File: src/rtl/core/lookahead_peak_limiter_core_macros.svh
// ---------------------------------------------------------------------------
// Assertion macros for the lookahead peak limiter core
// Concurrent assertion shorthands clocked on clk and disabled during reset.
// ---------------------------------------------------------------------------
`ifndef LOOKAHEAD_PEAK_LIMITER_CORE_MACROS_SVH
`define LOOKAHEAD_PEAK_LIMITER_CORE_MACROS_SVH

// Same-cycle implication.
`define LPL_ASSERT_IMP(lbl, ante, cons, msg) \
  lbl: assert property (@(posedge clk) disable iff (!rst_n) (ante) |-> (cons)) else $error(msg);

// Next-cycle implication.
`define LPL_ASSERT_NXT(lbl, ante, cons, msg) \
  lbl: assert property (@(posedge clk) disable iff (!rst_n) (ante) |=> (cons)) else $error(msg);

`endif

File: src/rtl/core/lpl_pkg.sv
// ---------------------------------------------------------------------------
// Lookahead peak limiter package
// Shared widths, register map, configuration record, divider status and a magnitude helper.
// ---------------------------------------------------------------------------
package lpl_pkg;

  localparam int SAMPLE_BITS = 24;
  localparam int HIST_AW     = 16;
  localparam int SMOOTH_AW   = HIST_AW - 1;
  localparam int CNT_W       = HIST_AW + 1;
  localparam int FS_W        = 39;
  localparam int SS_W        = 54;
  localparam int DIV_STEPS   = SAMPLE_BITS - 1;
  localparam int DIV_CNT_W   = $clog2(DIV_STEPS + 1);
  localparam int PADDR_W     = 5;

  localparam logic [SAMPLE_BITS-1:0] UNITY = {1'b1, {(SAMPLE_BITS-1){1'b0}}};
  localparam logic [CNT_W-1:0] DEQ_DEPTH = {1'b1, {HIST_AW{1'b0}}};

  typedef enum logic [2:0] {
    REG_THRESHOLD = 3'd0,
    REG_RELEASE   = 3'd1,
    REG_HOLD      = 3'd2,
    REG_ATTACK    = 3'd3,
    REG_SCALE     = 3'd4
  } reg_idx_t;

  typedef struct packed {
    logic [23:0] threshold;
    logic [31:0] release_factor;
    logic [15:0] hold_frames;
    logic [14:0] attack_half;
    logic [31:0] smooth_scale;
  } cfg_t;

  typedef struct packed {
    logic                   done;
    logic [SAMPLE_BITS-1:0] quot;
  } div_stat_t;

  function automatic logic [SAMPLE_BITS-1:0] magnitude(input logic [SAMPLE_BITS-1:0] raw);
    return raw[SAMPLE_BITS-1] ? (~raw + 1'b1) : raw;
  endfunction

endpackage

File: src/rtl/core/lpl_div.sv
// ---------------------------------------------------------------------------
// Lookahead peak limiter gain divider
// Restoring divider giving threshold * unity / peak (unity when peak <= threshold), one quotient bit a cycle.
// ---------------------------------------------------------------------------
module lpl_div (
  input  logic                            clk,
  input  logic                            rst_n,
  input  logic                            start,
  input  logic [lpl_pkg::SAMPLE_BITS-1:0] numer,
  input  logic [lpl_pkg::SAMPLE_BITS-1:0] denom,
  output lpl_pkg::div_stat_t              stat
);
  import lpl_pkg::*;

  logic                   busy_r;
  logic                   done_r;
  logic [DIV_CNT_W-1:0]   cnt_r;
  logic [SAMPLE_BITS:0]   rem_r;
  logic [SAMPLE_BITS-1:0] den_r;
  logic [DIV_STEPS-1:0]   quo_r;
  logic [SAMPLE_BITS-1:0] res_r;
  logic [SAMPLE_BITS:0]   shifted;
  logic                   qbit;
  logic [DIV_STEPS-1:0]   quo_nxt;

  assign shifted = {rem_r[SAMPLE_BITS-1:0], 1'b0};
  assign qbit    = shifted >= {1'b0, den_r};
  assign quo_nxt = {quo_r[DIV_STEPS-2:0], qbit};

  always_ff @(posedge clk) begin
    if (!rst_n) begin
      busy_r <= 1'b0;
      done_r <= 1'b0;
      cnt_r  <= '0;
    end else begin
      done_r <= 1'b0;
      if (start) begin
        if (denom > numer) begin
          busy_r <= 1'b1;
          cnt_r  <= DIV_CNT_W'(DIV_STEPS);
        end else begin
          done_r <= 1'b1;
        end
      end else if (busy_r) begin
        cnt_r <= cnt_r - 1'b1;
        if (cnt_r == DIV_CNT_W'(1)) begin
          busy_r <= 1'b0;
          done_r <= 1'b1;
        end
      end
    end
  end

  always_ff @(posedge clk) begin
    if (start) begin
      rem_r <= {1'b0, numer};
      den_r <= denom;
      quo_r <= '0;
      res_r <= UNITY;
    end else if (busy_r) begin
      rem_r <= qbit ? (shifted - {1'b0, den_r}) : shifted;
      quo_r <= quo_nxt;
      res_r <= {1'b0, quo_nxt};
    end
  end

  assign stat.done = done_r;
  assign stat.quot = res_r;

endmodule

File: config.mk
export PLATFORM = sky130hd
export DESIGN_NAME = lpl_div
export DESIGN_NICKNAME = d
export VERILOG_FILES = /design/src/rtl/core/lookahead_peak_limiter_core_macros.svh /design/src/rtl/core/lpl_pkg.sv /design/src/rtl/core/lpl_div.sv
export SDC_FILE = /design/constraint.sdc
export NUM_CORES = 1
export LEC_CHECK = 0
export BUFFER_PORTS_ARGS = -buffer_cell sky130_fd_sc_hd__buf_2
export CAP_MARGIN = 20
export CORE_UTILIZATION = 53
export DETAILED_ROUTE_END_ITERATION = 10
export MAX_ROUTING_LAYER = met4
export PLACE_DENSITY = 0.78
export SYNTH_ARGS = -nofsm -noshare
export SYNTH_HDL_FRONTEND = slang
export SYNTH_SLANG_ARGS = --single-unit
File: constraint.sdc
create_clock -name clk -period 2.86 [get_ports clk]
set_clock_uncertainty 0.2 [all_clocks]
set_input_delay 0.286 -clock clk [delete_from_list [all_inputs] [get_ports clk]]
set_output_delay 0.286 -clock clk [all_outputs]
set_load 0.01 [all_outputs]
==> results of run 1 <==
==> worst reg2reg max path, cell delays in order, from the launching register on <==
cell	delay (ps)
edfxtp_1	450
ha_4	270
a21oi_4	150
o22ai_1	90
or4b_4	530
a21oi_4	140
o31ai_2	80
o31a_1	320
buf_12	190
mux2i_1	210
o21ai_1	80
==> stage by stage <==
step | power, mW | utilization
CTS | 4.49 | 0.695
floorplan | 2.84 | -
global route | 4.88 | 0.707
global placement | 3.41 | 0.636
finish | 4.60 | 0.707
detailed placement | 3.47 | 0.636
==> layer usage <==
metal  global-route usage  wire length (um)  vias to the layer above
met1                0.312              5740                     2247
li1                     -                 -                     2305
met4               0.0769               129                        0
met3               0.0587               466                        9
met2                0.473              6940                      101
met5                    -                 0                        -
==> where the power goes <==
part	switching [mW]	leakage (nW)	internal, mW
logic	1.12	2.33	1.12
clock network	0.471	0.109	0.423
registers	0.0901	0.728	1.38
==> cell type report <==
type / instances / area share
multi-input cells: 391 / 0.441
flip-flops and latches: 79 / 0.301
repair buffers: 170 / 0.170
inverters: 60 / 0.0329
well taps: 133 / 0.0243
clock buffers: 9 / 0.0181
clock inverters: 7 / 0.0124
==> layout by cell type (no fill, tap or decap), types with 8 or more instances in the layout <==
cell type      synthesis  final
a21o_1                13     13
a21oi_1               31     29
buf_2                  1     75
buf_4                  1     68
clkbuf_8               0      9
dfxtp_1               31     31
dlygate4sd3_1          0     25
edfxtp_1              48     48
ha_1                  50     43
inv_1                 59     57
mux2i_1               43     41
nand2_1               41     39
nand3_1               11     11
nor2_1                42     41
o21a_1                 9      9
o21ai_0               24     15
o21ai_1               13     20
xnor2_1               12     12
xor2_1                 8      8
==> worst max path at each step <==
| stage | start | endpoint | slack (ps) | cells past startpoint |
|---|---|---|---|---|
| after floorplan | rem_r[13] | rem_r[14] | -70 | 12 |
| after global placement | rem_r[0] | rem_r[19] | -110 | 11 |
| after detailed placement | rem_r[9] | rem_r[20] | -180 | 10 |
| after CTS | rem_r[9] | rem_r[7] | -60 | 10 |
| after global routing | rem_r[9] | rem_r[9] | -180 | 10 |
| final | rem_r[9] | rem_r[2] | -100 | 10 |
==> kinds of logic after synthesis <==
logic type      Yosys count  synth area share
mux                      43            0.0817
xor+xnor                 20            0.0332
compound gates          139             0.176
buf+inv                  81            0.0691
fa+ha+maj                51             0.123
flops                    79             0.391
simple gates            138             0.126
==> cells in the mapped netlist (5+ instances only) <==
master    number  share of area
nor2b_1        7         0.0083
o21a_1         9          0.013
xnor2_1       12          0.020
a21o_1        13          0.019
dfxtp_1       31           0.12
edfxtp_1      48           0.27
clkbuf_1      12         0.0085
ha_1          50           0.12
mux2i_1       43          0.082
nor3_1         7         0.0066
a21oi_1       31          0.029
nand2_1       41          0.029
o21ai_1       13          0.012
nand4_1        5         0.0059
o21ai_0       24          0.023
o31ai_1        5         0.0071
nand3_1       11          0.010
xor2_1         8          0.013
inv_1         59          0.042
nor2_1        42          0.030
==> registers in the layout (all words and copies together), names as in the netlist <==
signal	flops
busy_r	1
cnt_r	5
den_r	24
done_r	1
quo_r	21
rem_r	24
res_r	3
==> repair_timing <==
item	in CTS	in global routing
hold buffers	25	0
buffers inserted	2	6
resized for setup	21	17
hold endpoints to repair	25	0
setup endpoints to repair	23	27
cloned	1	0
pin swaps	1	5
==> metrics.md, run 1 <==
| Metric | Value |
|---|---|
| Status | `finished, violations left` |
| I/O Buffers | `75` |
| Share of cells above drive strength 1 | `0.275` |
| H-tree depth | `3` |
| FF-to-FF Start | `rem_r[9]` |
| Core area | `9680 um^2` |
| Critical path required time | `2770 ps` |
| Die width | `102 um` |
| Avg Vias per Cell | `5.49` |
| GRT Resource Usage Total | `0.271` |
| Via count | `4662` |
| Max Slew Vio Count | `0` |
| Die area | `10300 um^2` |
| R2r worst-path depth | `10` |
| Critical path peak fanout | `15` |
| CTS tree | `built` |
| IO Count | `76` |
| Fillers | `718` |
| Leakage | `3.16 nW` |
| Reg2Reg Capture Point | `rem_r[2]` |
| R2R setup slack | `-100 ps` |
| Slew @ Worst Pin | `688 ps` |
| Drc violations | `0` |
| Yosys warning total | `0` |
| Final ANT Viol Nets | `0` |
| 1st-iter DRT viols | `223` |
| RSZ-0062 raised after global routing | `yes` |
| Post-Layout Cell Count | `849` |
| Reg clk slew, reported paths | `90 ps` |
| Worst Setup Slack, final | `-95.9 ps` |
| Syn Std Cell Area | `5270 um^2` |
| Pwr dens | `672 nW/um^2` |
| Setup violations, final | `20` |
| Ant. Diodes | `0` |
| Cells after Synth | `551` |
| Setup_tns | `-908 ps` |
| Inst Count DP | `800` |
| Hold Crit Depth | `3` |
| Worst Hold Margin | `21.7 ps` |
| FP Rows | `36` |
| GRT Residual Overflow | `0` |
| Max Fclk | `338 MHz` |
| Max Cap Viol | `0` |
| Hold path startpoint | `numer[14]` |
| Post-route cell area | `6850 um^2` |
| CTS sink cnt | `79` |
| Ys async rst share | `0` |
| Peak supply drop | `0.471 mV` |
| Cell mode on critical path | `a21oi_4` |
| Gp weighted congestion | `0.947` |
| Cell family with most CP delay | `compound AO/OA/AOI/OAI gates` |
| Post-synth EDFFs | `48` |
| Height of the die | `102 um` |
| Register area share after synthesis | `0.391` |
| Period minus WS final | `2960 ps` |
| Final worst path period share | `1.03` |
| Post-synth cell types | `64` |
| Multi-input logic area | `3020 um^2` |
| Flops & latches, synth | `79` |
| Routed WL per cell | `15.6 um` |
| CP cell instances | `ha_4, a21oi_4, o22ai_1, or4b_4, a21oi_4, o31ai_2, o31a_1, buf_12, mux2i_1, o21ai_1` |
| Final hold viol count | `0` |
| Hold Crit Endpoint | `rem_r[14]` |
| Vias in the first global route | `4605` |
| Total iterations of the first detailed-routing run | `4` |
| Worst setup SP type | `flip-flop` |
| Antenna violations before repair | `0` |
| Delay of the slowest critical-path stage | `530 ps` |
| Layout area overhead | `30.0%` |
| Syn avg cell area | `9.56 um^2` |
| Syn Nets | `653` |
| Slew HR | `0.541` |
| Clock Latency Late Sink | `380 ps` |
| Fin nets | `813` |
| Failing checks | `setup timing` |
| Worst endpoint data arrival time | `2870 ps` |
| TritonCTS Buffers | `9` |
| Element type at the critical path end | `flip-flop` |
| Global-route wire length before repair | `20.9 mm` |
| Final WL | `13.3 mm` |
| Register area | `2060 um^2` |
| HPWL after detailed placement | `9.57 mm` |
| Root buffer cell | `clkbuf_8` |
| Starting density of the core | `0.544` |
| Slowest cell on crit path | `or4b_4` |
| Dpl ws | `-176 ps` |
| Placed Area | `6160 um^2` |
| HP Class | `in2reg` |
| Crit Path Category | `reg2reg` |
| Buf/Inv on CP | `1` |
| Most used flip-flop cell after synthesis | `edfxtp_1` |
| Clk buf depth | `2` |
| Largest net degree at the start of global routing | `48` |
(Power assumes the default switching activity.)
==> run 2: changes to the inputs <==
--- a/config.mk
+++ b/config.mk
@@ -11,6 +11,7 @@
 export DETAILED_ROUTE_END_ITERATION = 10
 export MAX_ROUTING_LAYER = met4
 export PLACE_DENSITY = 0.78
+export SKIP_CTS_REPAIR_TIMING = 1
 export SYNTH_ARGS = -nofsm -noshare
 export SYNTH_HDL_FRONTEND = slang
 export SYNTH_SLANG_ARGS = --single-unit
==> run 2 against run 1 <==
Effect of this change:
- the flow still finishes with violations (setup timing)
- non-clock buffer count shrank 1
- critical path depth grew 2
- flip-flop and latch count is the same
- maximum frequency shrank 1.6%
- worst setup slack lost 49 ps
- power grew 1.4%
- design area grew 0.18%
- final cell count shrank 0.12%
- first-iteration DRC count grew 0.90%
- global-route usage shrank 1.5 points
- combinational power grew 3%
- sequential power is essentially flat
==> metrics.md, run 2 (same netlist as run 1, synthesis figures left out) <==
| Metric | Value |
|---|---|
| R2R setup slack | `-140 ps` |
| Starting density of the core | `0.544` |
| CTS tree | `built` |
| Clk buf depth | `2` |
| Total iterations of the first detailed-routing run | `4` |
| HPWL after detailed placement | `9.57 mm` |
| 1st-iter DRT viols | `225` |
| Routed WL per cell | `16.0 um` |
| IO Count | `76` |
| CTS sink cnt | `79` |
| Critical path peak fanout | `8` |
| Register area | `2060 um^2` |
| Final hold viol count | `0` |
| Worst Setup Slack, final | `-145 ps` |
| Height of the die | `102 um` |
| Final WL | `13.5 mm` |
| Global-route wire length before repair | `19.9 mm` |
| Ant. Diodes | `0` |
| Worst setup SP type | `flip-flop` |
| Status | `finished, violations left` |
| Pwr Total | `4.67 mW` |
| Final worst path period share | `1.05` |
| Period minus WS final | `3000 ps` |
| Crit path capture | `rem_r[3]` |
| Setup violations, final | `22` |
| Cell mode on critical path | `a21oi_4` |
| I/O Buffers | `75` |
| Reg2Reg Capture Point | `rem_r[3]` |
| Fin nets | `812` |
| RSZ-0062 raised after global routing | `yes` |
| Largest net degree at the start of global routing | `48` |
| Peak supply drop | `0.472 mV` |
| Worst endpoint data arrival time | `2920 ps` |
| Final ANT Viol Nets | `0` |
| Vias in the first global route | `4358` |
| Max Cap Viol | `0` |
| Core area | `9680 um^2` |
| Slowest cell on crit path | `or4b_4` |
| Die width | `102 um` |
| Dpl ws | `-176 ps` |
| HP Class | `in2reg` |
| Max Slew Vio Count | `0` |
| Hold path startpoint | `numer[3]` |
| FF-to-FF Start | `den_r[14]` |
| Avg Vias per Cell | `5.46` |
| GRT Resource Usage Total | `0.256` |
| Multi-input logic area | `3020 um^2` |
| CP cell instances | `inv_1, ha_4, a21oi_4, o22ai_1, or4b_4, a21oi_4, o31ai_4, o31a_1, buf_6, buf_12, mux2i_1, o21ai_0` |
| GRT Residual Overflow | `0` |
| Share of cells above drive strength 1 | `0.273` |
| Slew @ Worst Pin | `677 ps` |
| CP startpoint | `den_r[14]` |
| Gp weighted congestion | `0.947` |
| Layout area overhead | `30.3%` |
| Antenna violations before repair | `0` |
| Root buffer cell | `clkbuf_8` |
| Failing checks | `setup timing` |
| Drc violations | `0` |
| R2r worst-path depth | `12` |
| Commonest non-fill, non-tap cell in the layout | `buf_2` |
| Crit Path Category | `reg2reg` |
| Top flop regs | `den_r x24, rem_r x24, quo_r x21` |
| Element type at the critical path end | `flip-flop` |
| Max Fclk | `333 MHz` |
| Slew HR | `0.549` |
| H-tree depth | `3` |
| Clock Latency Late Sink | `380 ps` |
| Leakage | `3.17 nW` |
| FP Rows | `36` |
| Reg clk slew, reported paths | `90 ps` |
| Delay of the slowest critical-path stage | `500 ps` |
| Die area | `10300 um^2` |
| Via count | `4633` |
| Fillers | `723` |
| Pwr dens | `680 nW/um^2` |
| TritonCTS Buffers | `9` |
| Critical path required time | `2770 ps` |
| Leading cell types in the layout, fill and taps excluded | `74 x buf_2, 66 x buf_4, 58 x inv_1, 48 x edfxtp_1, 42 x ha_1` |
[run 2: routing by layer]
layer,vias to the layer above,track usage,routed length (um)
li1,2308,-,-
met1,2211,0.297,5900
met2,94,0.440,6930
met3,20,0.0607,465
met4,0,0.0747,225
met5,-,-,0
[run 2: power breakdown]
| group | switching, mW | total (mW) | internal, mW |
|---|---|---|---|
| combinational | 1.15 | 2.31 | 1.16 |
| sequential | 0.0899 | 1.47 | 1.38 |
| clock | 0.474 | 0.897 | 0.424 |
| total | 1.71 | 4.67 | 2.96 |
[run 2: how the worst min path moves through the flow]
| stage | slack (ps) | cells after the start | end |
|---|---|---|---|
| 6_report | 20 | 3 | rem_r[3] |
| 5_1_grt | 6 | 3 | rem_r[3] |
| 4_1_cts | -120 | 1 | den_r[5] |
| 3_5_place_dp | 270 | 2 | res_r[23] |
| 3_3_place_gp | 260 | 2 | res_r[23] |
| 2_1_floorplan | 180 | 0 | den_r[0] |
[run 2: per-stage QoR]
| stage | std cells | utilization | TNS [ps] | cell area [um^2] | hold slack, ps |
|---|---|---|---|---|---|
| after floorplan | 551 | - | -958 | 5280 | 185 |
| after global placement | 800 | 0.636 | -1210 | 6160 | 265 |
| after detailed placement | 800 | 0.636 | -2450 | 6160 | 265 |
| after CTS | 816 | 0.657 | -3020 | 6370 | -116 |
| after global routing | 848 | 0.709 | -3680 | 6860 | 6.43 |
| final | 848 | 0.709 | -2190 | 6860 | 16.7 |
[run 2: critical path, delay by kind of cell (launching register included)]
kind	cells	cell delay, ps
compound gates	6	860
simple gates	1	500
buf+inv	3	410
flops	1	400
fa+ha+maj	1	220
mux	1	180
[run 2: cell type report]
type                    instances  share of cell area
clock buffers                   9              0.0180
clock inverters                 7              0.0124
inverters                      60              0.0328
multi-input cells             391               0.440
flip-flops and latches         79               0.300
well taps                     133              0.0242
repair buffers                169               0.172
