[src/rtl/core/lookahead_peak_limiter_core_macros.svh]
// ---------------------------------------------------------------------------
// Assertion macros for the lookahead peak limiter core
// Concurrent assertion shorthands clocked on clk and disabled during reset.
// ---------------------------------------------------------------------------
`ifndef LOOKAHEAD_PEAK_LIMITER_CORE_MACROS_SVH
`define LOOKAHEAD_PEAK_LIMITER_CORE_MACROS_SVH

// Same-cycle implication.
`define LPL_ASSERT_IMP(lbl, ante, cons, msg) \
  lbl: assert property (@(posedge clk) disable iff (!rst_n) (ante) |-> (cons)) else $error(msg);

// Next-cycle implication.
`define LPL_ASSERT_NXT(lbl, ante, cons, msg) \
  lbl: assert property (@(posedge clk) disable iff (!rst_n) (ante) |=> (cons)) else $error(msg);

`endif

[src/rtl/core/lpl_pkg.sv]
// ---------------------------------------------------------------------------
// Lookahead peak limiter package
// Shared widths, register map, configuration record, divider status and a magnitude helper.
// ---------------------------------------------------------------------------
package lpl_pkg;

  localparam int SAMPLE_BITS = 24;
  localparam int HIST_AW     = 16;
  localparam int SMOOTH_AW   = HIST_AW - 1;
  localparam int CNT_W       = HIST_AW + 1;
  localparam int FS_W        = 39;
  localparam int SS_W        = 54;
  localparam int DIV_STEPS   = SAMPLE_BITS - 1;
  localparam int DIV_CNT_W   = $clog2(DIV_STEPS + 1);
  localparam int PADDR_W     = 5;

  localparam logic [SAMPLE_BITS-1:0] UNITY = {1'b1, {(SAMPLE_BITS-1){1'b0}}};
  localparam logic [CNT_W-1:0] DEQ_DEPTH = {1'b1, {HIST_AW{1'b0}}};

  typedef enum logic [2:0] {
    REG_THRESHOLD = 3'd0,
    REG_RELEASE   = 3'd1,
    REG_HOLD      = 3'd2,
    REG_ATTACK    = 3'd3,
    REG_SCALE     = 3'd4
  } reg_idx_t;

  typedef struct packed {
    logic [23:0] threshold;
    logic [31:0] release_factor;
    logic [15:0] hold_frames;
    logic [14:0] attack_half;
    logic [31:0] smooth_scale;
  } cfg_t;

  typedef struct packed {
    logic                   done;
    logic [SAMPLE_BITS-1:0] quot;
  } div_stat_t;

  function automatic logic [SAMPLE_BITS-1:0] magnitude(input logic [SAMPLE_BITS-1:0] raw);
    return raw[SAMPLE_BITS-1] ? (~raw + 1'b1) : raw;
  endfunction

endpackage

[src/rtl/core/lpl_regs.sv]
// ---------------------------------------------------------------------------
// Lookahead peak limiter configuration registers
// APB-style register file holding the five limiter settings.
// ---------------------------------------------------------------------------
module lpl_regs (
  input  logic                        clk,
  input  logic                        rst_n,
  input  logic                        psel,
  input  logic                        penable,
  input  logic                        pwrite,
  input  logic [lpl_pkg::PADDR_W-1:0] paddr,
  input  logic [31:0]                 pwdata,
  output logic [31:0]                 prdata,
  output logic                        pready,
  output lpl_pkg::cfg_t               cfg
);
  import lpl_pkg::*;

  cfg_t     cfg_r;
  reg_idx_t idx;
  logic     wr_en;

  assign idx    = reg_idx_t'(paddr[PADDR_W-1:2]);
  assign wr_en  = psel & penable & pwrite;
  assign pready = 1'b1;
  assign cfg    = cfg_r;

  always_ff @(posedge clk) begin
    if (!rst_n) begin
      cfg_r.threshold      <= 24'd8388608;
      cfg_r.release_factor <= 32'd16777216;
      cfg_r.hold_frames    <= 16'd1;
      cfg_r.attack_half    <= 15'd1;
      cfg_r.smooth_scale   <= 32'h8000_0000;
    end else if (wr_en) begin
      case (idx)
        REG_THRESHOLD: cfg_r.threshold      <= pwdata[23:0];
        REG_RELEASE:   cfg_r.release_factor <= pwdata;
        REG_HOLD:      cfg_r.hold_frames    <= pwdata[15:0];
        REG_ATTACK:    cfg_r.attack_half    <= pwdata[14:0];
        REG_SCALE:     cfg_r.smooth_scale   <= pwdata;
        default: ;
      endcase
    end
  end

  always_comb begin
    case (idx)
      REG_THRESHOLD: prdata = {8'd0, cfg_r.threshold};
      REG_RELEASE:   prdata = cfg_r.release_factor;
      REG_HOLD:      prdata = {16'd0, cfg_r.hold_frames};
      REG_ATTACK:    prdata = {17'd0, cfg_r.attack_half};
      REG_SCALE:     prdata = cfg_r.smooth_scale;
      default:       prdata = '0;
    endcase
  end

endmodule

[config.mk]
export PLATFORM = sky130hd
export DESIGN_NAME = lpl_regs
export DESIGN_NICKNAME = d
export VERILOG_FILES = /design/src/rtl/core/lookahead_peak_limiter_core_macros.svh /design/src/rtl/core/lpl_pkg.sv /design/src/rtl/core/lpl_regs.sv
export SDC_FILE = /design/constraint.sdc
export NUM_CORES = 1
export LEC_CHECK = 0
export BUFFER_PORTS_ARGS = -buffer_cell sky130_fd_sc_hd__buf_2
export CAP_MARGIN = 20
export CORE_ASPECT_RATIO = 0.75
export CORE_MARGIN = 2
export CORE_UTILIZATION = 45
export DETAILED_ROUTE_END_ITERATION = 8
export HOLD_SLACK_MARGIN = 0.02
export PLACE_DENSITY_LB_ADDON = 0.25
export SLEW_MARGIN = 5
export SYNTH_ARGS = -nofsm -noshare
export SYNTH_HDL_FRONTEND = slang
export SYNTH_SLANG_ARGS = --single-unit
[constraint.sdc]
create_clock -name clk -period 1.1 [get_ports clk]
set_input_delay 0.055 -clock clk [delete_from_list [all_inputs] [get_ports clk]]
set_output_delay 0.055 -clock clk [all_outputs]
set_load 0.05 [all_outputs]
==> impl_summary.txt, run 1 <==
----------------------------------------------------
[GRT]
  Total overflow reported by the global router ... 0
  Global-route wire length before repair ... just under 30000 um
  GRT Total Usage ... 0.299
  Antenna violations before repair ... 0
  Vias in the first global route ... 5651
  Largest net degree at the start of global routing ... 52

[Die]
  Starting density of the core ... 0.465
  Floorplan die area ... 13000 um2
  Vertical die dimension ... just under 100 um
  Placeable Area ... approximately 12000 um2
  Row Count ... 34
  Width of the die ... between 100 and 150 um
  Count of pins on the block boundary ... 194

[Detailed routing]
  Post-detailed-route via-to-cell ratio ... 5.37
  Vias post-DR ... 5438
  Total DRC errors in the routed layout ... 0
  Iteration-0 DRC Markers ... 266
  Antenna violation net count after detailed routing ... 0
  Total wirelength of the detailed-routed design ... 20300 um
  DRT Pass-1 Iters ... 5
  Wirelength per Cell ... approximately 20 um

[Critical path]
  Highest fanout seen on the critical path ... 2
  R2R Path Start ... cfg[118]
  Crit path launch type ... flip-flop
  Setup Crit Path Kind ... reg2out
  Critical Path RT ... about 1.0 ns
  Arr. time, crit path ... 1.47 ns
  Start point of the critical path ... cfg[48]
  Endpoint type of the worst setup path ... primary output
  Register-to-register setup slack ... 0.26 ns

[Yosys]
  Synthesized area per cell ... 9.70 um2
  Fraction of the yosys area taken by sequential cells ... 0.439
  Largest cells by area after synthesis ... sky130_fd_sc_hd__dfxtp_1 44%, sky130_fd_sc_hd__mux2i_1 23%, sky130_fd_sc_hd__nand2_1 10%
  Flops & latches, synth ... 119
  Synth cell types ... 31
  Post-Synthesis Cell Area ... 5420 um2
  Instance count of the mapped netlist ... 559
  Nets in the synthesized netlist ... 601
  Cell taking the most area after synthesis ... sky130_fd_sc_hd__dfxtp_1
  Proportion of netlist area held by the largest area contributor ... 0.439
  YS warnings ... 0

[Layout]
  Number of antenna cells inserted ... 0
  Most common cell after layout, fill and taps aside ... sky130_fd_sc_hd__nand2_1
  Non-filler instance count after layout ... 1013
  Area Growth Syn to Fin ... 77.2%
  Commonest cells after routing, fill and taps aside ... 147 x sky130_fd_sc_hd__nand2_1, 119 x sky130_fd_sc_hd__mux2i_1, 100 x sky130_fd_sc_hd__dfxtp_2
  Layout fillers ... 638
  Final #Nets ... 880
  Final std cell area, no fill ... 9610 um2
  Number of flip-flops under the largest register name ... 119
  Fraction of final layout cells with drive strength greater than 1 ... 0.620

[Timing]
  Setup repair after global routing missed its margin ... true
  Final Critical Period ... 1.53 ns
  Final cycle utilization of the critical path ... 1.39
  Highest clock rate ... 0.654 GHz
  Finish-stage setup viols ... 32
  Slew Viols, Final ... 0
  Post-layout worst setup margin ... -0.429 ns
  Final setup skew ... 0 ns
  Final-report hold violation count ... 0

[Clock network]
  Clock tree sinks ... 119
  TritonCTS clock tree ... built
  CTS Root Buffer Type ... sky130_fd_sc_hd__clkbuf_16
  Number of buffers inserted during clock tree synthesis ... 17
  Maximum level of the CTS H-tree ... 4
  Clock transition at the registers of the reported paths ... 0.06 ns
  Maximum clock insertion buffer count ... 2
  Worst skew pair latency ... slightly above 0.4 ns

[Placed design]
  HPWL reported at the end of detailed placement ... between 10000 and 15000 um
  Final weighted congestion in routability-driven placement ... 0.814
  Area after detailed placement ... 7570 um2
  Worst slack after detailed placement ... -0.342 ns
  Total placed cells including tap cells ... ~930
  Total of buffers placed on input and output ports ... 190

[Run status]
  Status ... complete, but fails checks
  Violations in the final reports ... negative setup slack

[Worst hold path]
  Startpoint of the worst hold path ... pwdata[7]
  Path type of the worst min-delay path ... in2reg

[Pwr]
  Standby leakage power ... between 3 and 4 nW
  Worst supply voltage drop on vdd ... 1220 uV
  Total power density per cell area ... 1150 nW/um2

[Run]
  Number of max-cap violations ... 0

----------------------------------------------------
## through the flow
step / power [W] / hold slack [ns] / util / TNS [ns]
after floorplan: 0.00505 / 0.190 / - / -0.558
after global placement: 0.00538 / 0.308 / 0.649 / -25.62
after detailed placement: 0.00540 / 0.319 / 0.649 / -30.94
after CTS: 0.0110 / 0.0209 / 0.790 / -9.39
after global routing: 0.0114 / 0.0377 / 0.824 / -10.58
final: 0.0111 / 0.0367 / 0.824 / -9.31
## final timing paths
check | to | depth (start not counted)
setup / recovery | prdata[1] | 4
hold / removal | cfg[39] | 3
setup reg to reg | cfg[118] | 3
hold reg to reg | cfg[64] | 2
## cells by family (layout without fill, tap and decap cells)
logic type             after synthesis  in the layout  share of synthesized area
AND/OR/NAND/NOR                    180            180                      0.142
multiplexers                       141            141                      0.264
flip-flops                         119            119                      0.439
AO/OA/AOI/OAI                       67             67                     0.0900
buffers and inverters               51            343                     0.0637
other                                1              1                   0.000692
## cell usage after synthesis, drive strengths merged
master	number
a22oi	38
o22ai	15
a31oi	1
nor3b	1
nand4	1
conb	1
nand4b	1
clkbuf	16
dfxtp	119
nor2b	7
o311ai	2
buf	32
nor2	20
mux2	15
o21ai	3
nor4bb	1
or2	1
nand2	147
a2bb2oi	8
mux2i	126
nor3	1
inv	3
## per-layer routing
| layer | wire length, um | part of all wire | track usage | vias to the layer above |
|---|---|---|---|---|
| met5 | 0 | 0 | 0 | - |
| met3 | 1050 | 0.051 | 0.0630 | 36 |
| li1 | - | - | - | 2516 |
| met1 | 8200 | 0.40 | 0.353 | 2661 |
| met2 | 10600 | 0.52 | 0.520 | 225 |
| met4 | 510 | 0.025 | 0.134 | 0 |
## power breakdown
| group | leakage (nW) | total, W | internal, W | switching [W] |
|---|---|---|---|---|
| logic | 2.47 | 0.00122 | 0.000491 | 0.000725 |
| clock network | 0.291 | 0.00554 | 0.00355 | 0.00199 |
| registers | 1.02 | 0.00434 | 0.00431 | 0.0000298 |
## timing repair
action / CTS / global route
gates cloned: 0 / 1
endpoints found under the setup margin: 64 / 105
hold buffers: 24 / 0
hold endpoints to repair: 67 / 0
gates resized for setup: 182 / 107
buffers inserted: 22 / 7
pin swaps: 16 / 13
## worst max-delay path: stages (launching register included)
cell	delay (ns)
sky130_fd_sc_hd__dfxtp_4	0.35
sky130_fd_sc_hd__mux2_4	0.28
sky130_fd_sc_hd__a22oi_2	0.18
sky130_fd_sc_hd__o22ai_4	0.10
sky130_fd_sc_hd__buf_6	0.16
## area by class of cell
cell class              count  area, um2  share of cell area
flip-flops and latches    119       2570               0.268
multi-input cells         389       3300               0.344
inverters                   3       11.3             0.00117
repair buffers            308       2920               0.304
well taps                 162        203              0.0211
clock inverters             6       61.3             0.00638
clock buffers              26        532              0.0553
(Power assumes the default switching activity.)
==> inputs of run 2 (changes only) <==
--- a/config.mk
+++ b/config.mk
@@ -9,11 +9,13 @@
 export CAP_MARGIN = 20
 export CORE_ASPECT_RATIO = 0.75
 export CORE_MARGIN = 2
-export CORE_UTILIZATION = 45
+export CORE_UTILIZATION = 40
 export DETAILED_ROUTE_END_ITERATION = 8
 export HOLD_SLACK_MARGIN = 0.02
 export PLACE_DENSITY_LB_ADDON = 0.25
+export REMOVE_ABC_BUFFERS = 1
 export SLEW_MARGIN = 5
 export SYNTH_ARGS = -nofsm -noshare
 export SYNTH_HDL_FRONTEND = slang
 export SYNTH_SLANG_ARGS = --single-unit
+export TNS_END_PERCENT = 100
==> impl_summary.txt, run 2 (synthesis results as in run 1) <==
----------------------------------------------------
[Pwr]
  Sequential Power Share ... 0.389
  Worst supply voltage drop on vdd ... 1030 uV
  Comb pwr share ... 0.102
  Net switching power ... about 0.0027 W
  Internal power component ... 0.00848 W
  Clock share of power ... 0.510
  Switching share of power ... 0.245
  Standby leakage power ... approximately 3.9 nW
  Total power density per cell area ... about 1200 nW/um2

[Clock network]
  Clock tree sinks ... 119
  Number of buffers inserted during clock tree synthesis ... 17
  CTS Root Buffer Type ... sky130_fd_sc_hd__clkbuf_16
  Worst skew pair latency ... 0.41 ns
  Maximum level of the CTS H-tree ... 4
  Maximum clock insertion buffer count ... 2
  TritonCTS clock tree ... built
  Clock transition at the registers of the reported paths ... 0.06 ns

[Critical path]
  Delay-heaviest family, CP ... flip-flops
  Critical-path cell with the highest stage delay ... sky130_fd_sc_hd__dfxtp_2
  R2R Path Start ... cfg[47]
  Start point of the critical path ... cfg[54]
  Crit path launch type ... flip-flop
  Critical Path, Cell by Cell ... mux2_4 > a22oi_2 > o22ai_1 > buf_4
  Critical Path Max Stage Delay ... 0.31 ns
  Setup Crit Path Kind ... reg2out
  Highest fanout seen on the critical path ... 2
  Worst Path Buf+Inv ... 1
  Endpoint type of the worst setup path ... primary output
  Critical Path RT ... 1.04 ns
  Arr. time, crit path ... 1.46 ns

[Detailed routing]
  Wirelength per Cell ... between 15 and 20 um
  Post-detailed-route via-to-cell ratio ... roughly 5.3
  Total DRC errors in the routed layout ... 0
  DRT Pass-1 Iters ... 4
  Iteration-0 DRC Markers ... 365
  Vias post-DR ... 5550
  Antenna violation net count after detailed routing ... 0
  Total wirelength of the detailed-routed design ... 19800 um

[Die]
  Width of the die ... 138 um
  Row Count ... 36
  Placeable Area ... 13100 um2
  Vertical die dimension ... 105 um
  Starting density of the core ... 0.414
  Floorplan die area ... 14500 um2
  Count of pins on the block boundary ... 194

[Timing]
  Setup repair after global routing missed its margin ... true
  Min Hold Slack ... 0.0380 ns
  Highest clock rate ... approximately 0.66 GHz
  Final Critical Period ... 1.51 ns
  Post-layout worst setup margin ... -0.412 ns
  Finish-stage setup viols ... 32
  Final setup skew ... 0 ns
  Slew Viols, Final ... 0
  Final-report hold violation count ... 0
  Setup TNS ... -8.49 ns
  Final cycle utilization of the critical path ... 1.37

[GRT]
  Largest net degree at the start of global routing ... 72
  GRT Total Usage ... 0.263
  Vias in the first global route ... 5712
  Total overflow reported by the global router ... 0
  Global-route wire length before repair ... about 30000 um
  Antenna violations before repair ... 0

[Placed design]
  Total placed cells including tap cells ... a little under 1000
  HPWL reported at the end of detailed placement ... about 12000 um
  Final weighted congestion in routability-driven placement ... approximately 0.86
  Total of buffers placed on input and output ports ... 190
  Area after detailed placement ... 7090 um2
  Worst slack after detailed placement ... -0.312 ns

[Layout]
  Most common cell after layout, fill and taps aside ... sky130_fd_sc_hd__nand2_1
  Final std cell area, no fill ... 9420 um2
  Number of flip-flops under the largest register name ... 119
  Non-filler instance count after layout ... 1044
  Fraction of final layout cells with drive strength greater than 1 ... 0.523
  Final #Nets ... 902
  Area Growth Syn to Fin ... 73.7%
  Number of antenna cells inserted ... 0
  Layout fillers ... 900
  Commonest cells after routing, fill and taps aside ... 147 x sky130_fd_sc_hd__nand2_1, 129 x sky130_fd_sc_hd__buf_4, 125 x sky130_fd_sc_hd__mux2i_1

[Worst hold path]
  Startpoint of the worst hold path ... pwdata[11]
  Path type of the worst min-delay path ... in2reg

[Run status]
  Status ... complete, but fails checks
  Violations in the final reports ... negative setup slack

[Run]
  Number of max-cap violations ... 0

----------------------------------------------------
[run 2: changes by cell type in the layout (fill, tap and decap cells not counted), moves of 17 or more]
cell	before	now
sky130_fd_sc_hd__buf_2	63	38
sky130_fd_sc_hd__clkbuf_4	38	7
sky130_fd_sc_hd__buf_6	71	88
sky130_fd_sc_hd__dfxtp_2	100	55
sky130_fd_sc_hd__buf_4	68	129
sky130_fd_sc_hd__dfxtp_1	1	62
[run 2: final cells by class]
cell class	count	area, um2	share of cell area
clock buffer	20	457	0.0485
clock inverter	12	151	0.0161
inverter	3	11.3	0.00120
multi-input combinational	389	2950	0.313
sequential	119	2460	0.261
tap	171	214	0.0227
timing repair buffer	330	3180	0.337
[run 2: routing by layer]
layer  up-vias  routed length, um  global-route usage
met1      2699               8600               0.337
li1       2550                  -                   -
met5         -                  0                   0
met2       264               9420               0.428
met3        37               1440              0.0692
met4         0                387              0.0933
[run 2: metrics by stage]
step,utilization,power [W]
4_1_cts,0.684,0.0112
2_1_floorplan,-,0.00484
3_5_place_dp,0.541,0.00536
6_report,0.718,0.0112
5_1_grt,0.718,0.0115
3_3_place_gp,0.541,0.00534
[run 2: worst min-delay path, stage by stage]
cell,delay [ns]
sky130_fd_sc_hd__buf_2,0.09
sky130_fd_sc_hd__nand2_1,0.16
sky130_fd_sc_hd__mux2i_1,0.10
[run 2: what timing repair did]
action                     CTS  global route
gates resized for setup    282           127
hold buffers                24             0
pin swaps                   33            16
hold endpoints to repair    64             0
setup buffers               26             5
setup endpoints to repair  140            94
cloned                       1             0
[run 2: power groups by stage]
stage	clock (W)	sequential (W)	combinational (W)
6_report	0.00572	0.00437	0.00114
5_1_grt	0.00598	0.00437	0.00120
4_1_cts	0.00577	0.00437	0.00108
3_5_place_dp	0	0.00446	0.000898
3_3_place_gp	0	0.00446	0.000878
2_1_floorplan	0	0.00457	0.000266
[run 2: worst paths after layout]
| path | to | cells past startpoint | slack [ns] |
|---|---|---|---|
| setup / recovery | prdata[7] | 4 | -0.41 |
| hold / removal | cfg[74] | 3 | 0.04 |
| setup reg to reg | cfg[47] | 3 | 0.27 |
| hold reg to reg | cfg[90] | 2 | 0.48 |
==> inputs of run 3 (changes only) <==
--- a/config.mk
+++ b/config.mk
@@ -10,6 +10,7 @@
 export CORE_ASPECT_RATIO = 0.75
 export CORE_MARGIN = 2
 export CORE_UTILIZATION = 40
+export CTS_BUF_LIST = sky130_fd_sc_hd__clkbuf_8 sky130_fd_sc_hd__clkbuf_16
 export DETAILED_ROUTE_END_ITERATION = 8
 export HOLD_SLACK_MARGIN = 0.02
 export PLACE_DENSITY_LB_ADDON = 0.25
==> impl_summary.txt, run 3 (synthesis results as in run 1) <==
----------------------------------------------------
[Run status]
  Status ... complete, but fails checks
  Violations in the final reports ... negative setup slack

[Detailed routing]
  Vias post-DR ... ~5500
  Iteration-0 DRC Markers ... 365
  DRT Pass-1 Iters ... 5
  Total wirelength of the detailed-routed design ... 19900 um
  Antenna violation net count after detailed routing ... 0
  Post-detailed-route via-to-cell ratio ... roughly 5.3
  Total DRC errors in the routed layout ... 0
  Wirelength per Cell ... between 15 and 20 um

[Layout]
  Utilization after layout ... 0.718
  Fraction of final layout cells with drive strength greater than 1 ... 0.523
  Final #Nets ... 902
  Layout fillers ... 900
  Multi-input combinational cell area ... 2950 um2
  Area Growth Syn to Fin ... 73.7%
  Number of antenna cells inserted ... 0
  Number of flip-flops under the largest register name ... between 100 and 150
  Sequential standard cell area ... 2460 um2
  Commonest cells after routing, fill and taps aside ... 147 x sky130_fd_sc_hd__nand2_1, 129 x sky130_fd_sc_hd__buf_4, 125 x sky130_fd_sc_hd__mux2i_1
  Most common cell after layout, fill and taps aside ... sky130_fd_sc_hd__nand2_1

[Timing]
  Highest clock rate ... 0.661 GHz
  Post-layout worst setup margin ... -0.412 ns
  Setup repair after global routing missed its margin ... true
  Final-report hold violation count ... 0
  Final Critical Period ... around 1.5 ns
  Slew Viols, Final ... 0
  Final setup skew ... 0 ns
  Final cycle utilization of the critical path ... 1.37
  Finish-stage setup viols ... 32

[Die]
  Row Count ... 36
  Floorplan die area ... roughly 15000 um2
  Vertical die dimension ... 105 um
  Starting density of the core ... 0.414
  Count of pins on the block boundary ... 194
  Placeable Area ... 13100 um2
  Width of the die ... 138 um

[Critical path]
  Setup Crit Path Kind ... reg2out
  Highest fanout seen on the critical path ... 2
  Critical Path RT ... 1.04 ns
  Crit path launch type ... flip-flop
  Endpoint type of the worst setup path ... primary output
  Arr. time, crit path ... 1.46 ns

[Pwr]
  Worst supply voltage drop on vdd ... 1030 uV
  Total power density per cell area ... about 1200 nW/um2
  Standby leakage power ... around 4 nW

[Run]
  Number of max-cap violations ... 0

[GRT]
  GRT Total Usage ... 0.263
  Vias in the first global route ... roughly 5700
  Total overflow reported by the global router ... 0
  Global-route wire length before repair ... 30100 um
  Antenna violations before repair ... 0
  Largest net degree at the start of global routing ... 72

[Worst hold path]
  Path type of the worst min-delay path ... in2reg

[Placed design]
  Total of buffers placed on input and output ports ... 190
  Worst slack after detailed placement ... -0.312 ns
  Final weighted congestion in routability-driven placement ... 0.858
  HPWL reported at the end of detailed placement ... approximately 12000 um

[Clock network]
  Worst skew pair latency ... approximately 0.41 ns
  Clock transition at the registers of the reported paths ... 0.05 ns
  Maximum clock insertion buffer count ... 2
  Maximum level of the CTS H-tree ... 4
  Number of buffers inserted during clock tree synthesis ... 17
  Clock tree sinks ... between 100 and 150
  CTS Root Buffer Type ... sky130_fd_sc_hd__clkbuf_16
  TritonCTS clock tree ... built

----------------------------------------------------
## run 3: changes by cell type in the layout (fill, tap and decap cells not counted), sizes merged
cell	change
clkbuf	-1
inv	+1
## run 3: power breakdown
part	total, W	switching, W	internal, W
clock	0.00572	0.00205	0.00366
sequential	0.00437	0.0000263	0.00434
combinational	0.00114	0.000673	0.000469
total	0.0112	0.00275	0.00847
## run 3: worst paths after layout
path,from,slack (ns),end,cells past startpoint
max,cfg[54],-0.41,prdata[7],4
min,pwdata[2],0.04,cfg[65],3
max reg2reg,cfg[47],0.27,cfg[47],3
min reg2reg,cfg[90],0.48,cfg[90],2
## run 3: through the flow
step | instance area, um2 | setup TNS (ns) | total power (W) | hold slack (ns) | instances
finish | 9420 | -8.48 | 0.0112 | 0.0369 | 1044
floorplan | 5090 | -95.75 | 0.00484 | 0.146 | 511
detailed placement | 7090 | -33.96 | 0.00536 | 0.342 | 962
global route | 9420 | -10.10 | 0.0115 | 0.0440 | 1044
CTS | 8970 | -8.98 | 0.0112 | 0.0252 | 1043
global placement | 7090 | -29.95 | 0.00534 | 0.316 | 962
## run 3: layout make-up
class	instances	area share
inverter	3	0.00120
sequential	119	0.261
clock buffer	19	0.0481
multi-input combinational	389	0.313
clock inverter	13	0.0165
tap	171	0.0227
timing repair buffer	330	0.337
## run 3: routing by layer
metal,part of all wire,vias up,track usage
met5,0,-,0
met3,0.073,38,0.0692
met4,0.020,0,0.0933
met1,0.43,2702,0.337
li1,-,2549,-
met2,0.47,255,0.428
## run 3: worst max-delay path: stages (launching register included)
cell	delay, ns
sky130_fd_sc_hd__dfxtp_2	0.31
sky130_fd_sc_hd__mux2_4	0.27
sky130_fd_sc_hd__a22oi_2	0.17
sky130_fd_sc_hd__o22ai_1	0.10
sky130_fd_sc_hd__buf_4	0.20
## run 3: what timing repair did
action | 4_1_cts | 5_1_grt
setup buffers | 26 | 5
cloned | 1 | 0
pin swaps | 33 | 16
hold endpoints to repair | 64 | 0
gates resized for setup | 282 | 127
hold buffers | 24 | 0
setup endpoints to repair | 140 | 94
